===== src/rtl/core/bfr_ram.sv =====
// Generic single-write, single-read RAM with registered read data.
// No dependencies.
module bfr_ram #(
   parameter int WIDTH = 8,
   parameter int DEPTH = 16
) (
   input  logic                     clock,
   input  logic                     we,
   input  logic [$clog2(DEPTH)-1:0] waddr,
   input  logic [WIDTH-1:0]         wdata,
   input  logic [$clog2(DEPTH)-1:0] raddr,
   output logic [WIDTH-1:0]         rdata
);
   logic [WIDTH-1:0] mem [DEPTH];

   always_ff @(posedge clock) begin
      if (we) begin
         mem[waddr] <= wdata;
      end
      rdata <= mem[raddr];
   end
endmodule


===== config.mk =====
export PLATFORM = sky130hd
export DESIGN_NAME = bfr_ram
export DESIGN_NICKNAME = d
export VERILOG_FILES = /design/src/rtl/core/bfr_ram.sv
export SDC_FILE = /design/constraint.sdc
export NUM_CORES = 1
export LEC_CHECK = 0
export ABC_AREA = 1
export BUFFER_PORTS_ARGS = -buffer_cell sky130_fd_sc_hd__buf_2
export CAP_MARGIN = 5
export CORE_ASPECT_RATIO = 0.8
export CORE_UTILIZATION = 50
export DETAILED_ROUTE_END_ITERATION = 6
export GPL_TIMING_DRIVEN = 0
export PLACE_DENSITY = 0.67
export RECOVER_POWER = 50
export SKIP_CTS_REPAIR_TIMING = 1
export SLEW_MARGIN = 30
export SYNTH_ARGS = -nofsm -noshare
export SYNTH_HDL_FRONTEND = slang
export SYNTH_SLANG_ARGS = --single-unit

===== constraint.sdc =====
create_clock -name clock -period 2.2 [get_ports clock]
set_input_delay 0.11 -clock clock [delete_from_list [all_inputs] [get_ports clock]]
set_output_delay 0.11 -clock clock [all_outputs]
set_load 0.01 [all_outputs]

[Word-level counts from Yosys, hierarchy flattened]
Memory sizes are Yosys's and may differ from the RTL's. A register that Yosys moved wholly into a read port is not among the register bits.
Cells that the tools add are included.
Word-level totals
  RAM bits: 128
  bits in registers: 0
  memories: 1
  word-level logic and storage cells: 3
Memory list
  mem: depth 16, width 8, read ports 1, clocked after memory_dff 1, write ports 1, line 14  | logic [WIDTH-1:0] mem [DEPTH];
Cells by class
  multiplexer cells: 2
Operators by type and width (count)
  2-to-1 mux 1 bit: 2

[Longest topological paths before layout]
  depth in word-level cells: 2
  mapped depth: 8
  gate-level depth less buffers: 7

[Worst setup path before layout]
OpenSTA, ideal clock, no wires.
  path type: input port to flip-flop
  start: input port waddr[2]
  end: memory mem[10][0], enable pin
  data required time: 1830 ps
  data arrival time: 691 ps
  setup slack: 1139 ps
  library setup time: 370 ps
  stages: 2
  path through: nand3b_1 -> nor2_1
RTL lines
  start, declared: line 9  | input logic [$clog2(DEPTH)-1:0] waddr,
  end, declared: line 14
Straight into the memory's write port.

[Final worst setup path]
  start: input port waddr[2]
  end: memory mem[9][7], enable pin
Straight into the memory's write port.

==> flow_summary.toml <==
[outcome]
status = "finished, final reports clean"

[floorplanning]
fp-row-count = 34
start_util_pct = 52.1
die_h_um = 98.1
core_mm2 = 0.0111
die_width_um = 122
ioPinCount = 26
dieArea_mm2 = 0.0120

[power]
p_int_mw = 4.63
cellLeakagePower_nw = 2.83
p_sw_mw = 1.30
irDropWorstVdd_v = 0.000833
p_comb_share_pct = 6.4
pwr-share-clk_pct = 44.5
powerDensity_mw_per_mm2 = 900
swShare_pct = 21.9
seq_power_share_pct = 49.1

[sta]
post-route-period-util_pct = 56.7
relSlewSlack_pct = 32.5
finalSetupTns_ns = 0
setup-violations-final = 0
finalClockSkew_ns = 0.00554
hold_violations = 0
rsz0062_at_grt = "no"
max_slew.worst_pin.slew_ns = 1.01
drv_slew = 0
period_minus_slack_ns = 1.25
fmax_ghz = 0.801

[synth]
synth.most_common_cell = "nand2_1"
synth_edf_count = 128
ys_ff_latch = 136
ys_async_sr_fraction_pct = 0
synth_area_leaders = "edfxtp_1, nand2_1, nand3_1"
synth.yosys.seq_area_share_pct = 69.4
synth_cell_type_count = 12
yosysTopAreaCellShare_pct = 66.7
syn_nets = 569
synth_commonest_cells = "nand2_1, edfxtp_1, inv_1"
synth_flop_cell = "edfxtp_1"
avgSynthCellArea_um2 = 10.5
ys_warn_count = 0
synth_area_mm2 = 0.00577
synth.largest_area_cell = "edfxtp_1"
syn_inst = 551

[layout]
finish.net_count = 610
diodes = 0
fill_cells = 947
drive_gt1_share_pct = 9.42
final_core_util_pct = 59.6
design_area_mm2 = 0.00659
syn2layout_area_growth_pct = 14.3

[placement]
hpwl_um = 9070
port_buffers = 22
placed_cell_area_mm2 = 0.00606
place.gp.congestion = 0.893

[clock_network]
root_buffer = "clkbuf_16"
numCtsBuffers = 17
worst_setup_hold_path_clk_slew_ns = 0.05
cts_max_level = 4
clk_latency_ns = 0.42
clock-sinks = 136
clk_path_buf_depth = 2
cts_tree = "built"

[critical_path]
worstSetupStartpointType = "primary input"
crit_slowest_cell = "nor2_1"
arrival_ns = 1.28
slowest_delay_ns = 0.81
cp_max_fo = 8
path_cells = "buf_2, nand3b_1, nor2_1"
path_class = "in2reg"
crit_required_ns = 2.23
endpoint_kind = "flip-flop"

[route]
routed_via_density = 5.20
ant_nets = 0
firstDrtPassIters = 5
drc_errors = 0
drt-wirelength-per-cell_um = 18.6
wirelength_um = 13900
drt-initial-drc-count = 472
route.vias.total = 3894

[grt]
track_usage_pct = 25.2
grt_pass1_wl_um = 21100
grt_max_degree = 17
antenna_found_initial = 0
grt_overflow_total = 0
grt_pass1_vias = 3525

[hold_path]
hold_class = "in2reg"

[job]
drv_cap = 0
==> final timing paths <==
kind,startpoint,endpoint,slack [ns],cells after the start
setup reg to reg,mem[3][5]$_DFFE_PP_,rdata[5]$_DFF_P_,1.16,6
setup / recovery,waddr[2],mem[9][7]$_DFFE_PP_,0.95,3
hold reg to reg,mem[2][2]$_DFFE_PP_,rdata[2]$_DFF_P_,0.69,6
hold / removal,raddr[2],rdata[3]$_DFF_P_,0.14,4
==> critical path: cells and delay by family <==
kind	cells	cell delay, ns
buffers and inverters	1	0.12
AND/OR/NAND/NOR	2	1.05
==> per-layer routing <==
metal | vias up | part of all wire (%) | global-route usage, %
met5 | - | 0 | 0
met4 | 0 | 1.2 | 6.19
met3 | 21 | 8.0 | 6.60
met2 | 167 | 44 | 36.1
met1 | 1844 | 47 | 38.3
li1 | 1862 | - | -
==> sequential cells by signal, indices dropped and copies added (netlist names) <==
register	flops
rdata	8
mem	128
==> logic make-up (layout without fill, tap and decap cells) <==
group / after synthesis / after routing / share of synthesized area [%]
buffers and inverters: 126 / 180 / 9.52
AND/OR/NAND/NOR: 289 / 289 / 21.0
flip-flops: 136 / 136 / 69.4
==> layout by cell type (no fill, tap or decap), types with 6 or more instances in the layout <==
cell,netlist,layout
buf_2,13,19
buf_6,6,6
clkbuf_1,0,19
clkbuf_16,0,17
dfxtp_1,8,8
edfxtp_1,128,128
inv_1,100,100
nand2_1,173,173
nand3_1,97,97
nor2_1,17,17
==> metrics by stage <==
stage	std cells	power [mW]	hold slack, ns	setup WS, ns
6_report	749	5.93	0.135	0.952
4_1_cts	749	5.96	0.0880	1.00
2_1_floorplan	551	3.18	0.209	1.14
5_1_grt	749	6.09	0.159	0.945
3_5_place_dp	717	3.34	0.507	0.557
3_3_place_gp	717	3.34	0.507	0.582
==> power by group through the flow <==
stage	logic (mW)	clock network, mW	registers [mW]
2_1_floorplan	0.204	0	2.97
3_3_place_gp	0.375	0	2.96
3_5_place_dp	0.378	0	2.97
4_1_cts	0.381	2.66	2.91
5_1_grt	0.414	2.76	2.92
6_report	0.378	2.64	2.91
==> final cells by class <==
type / count / area, µm² / area share, %
flip-flops and latches: 136 / 4000 / 60.8
multi-input cells: 289 / 1210 / 18.4
clock buffers: 23 / 478 / 7.25
inverters: 102 / 383 / 5.81
well taps: 144 / 180 / 2.73
plain buffers: 24 / 166 / 2.53
repair buffers: 22 / 90.1 / 1.37
clock inverters: 9 / 73.8 / 1.12
No activity file was read; power rests on OpenSTA's default activity.
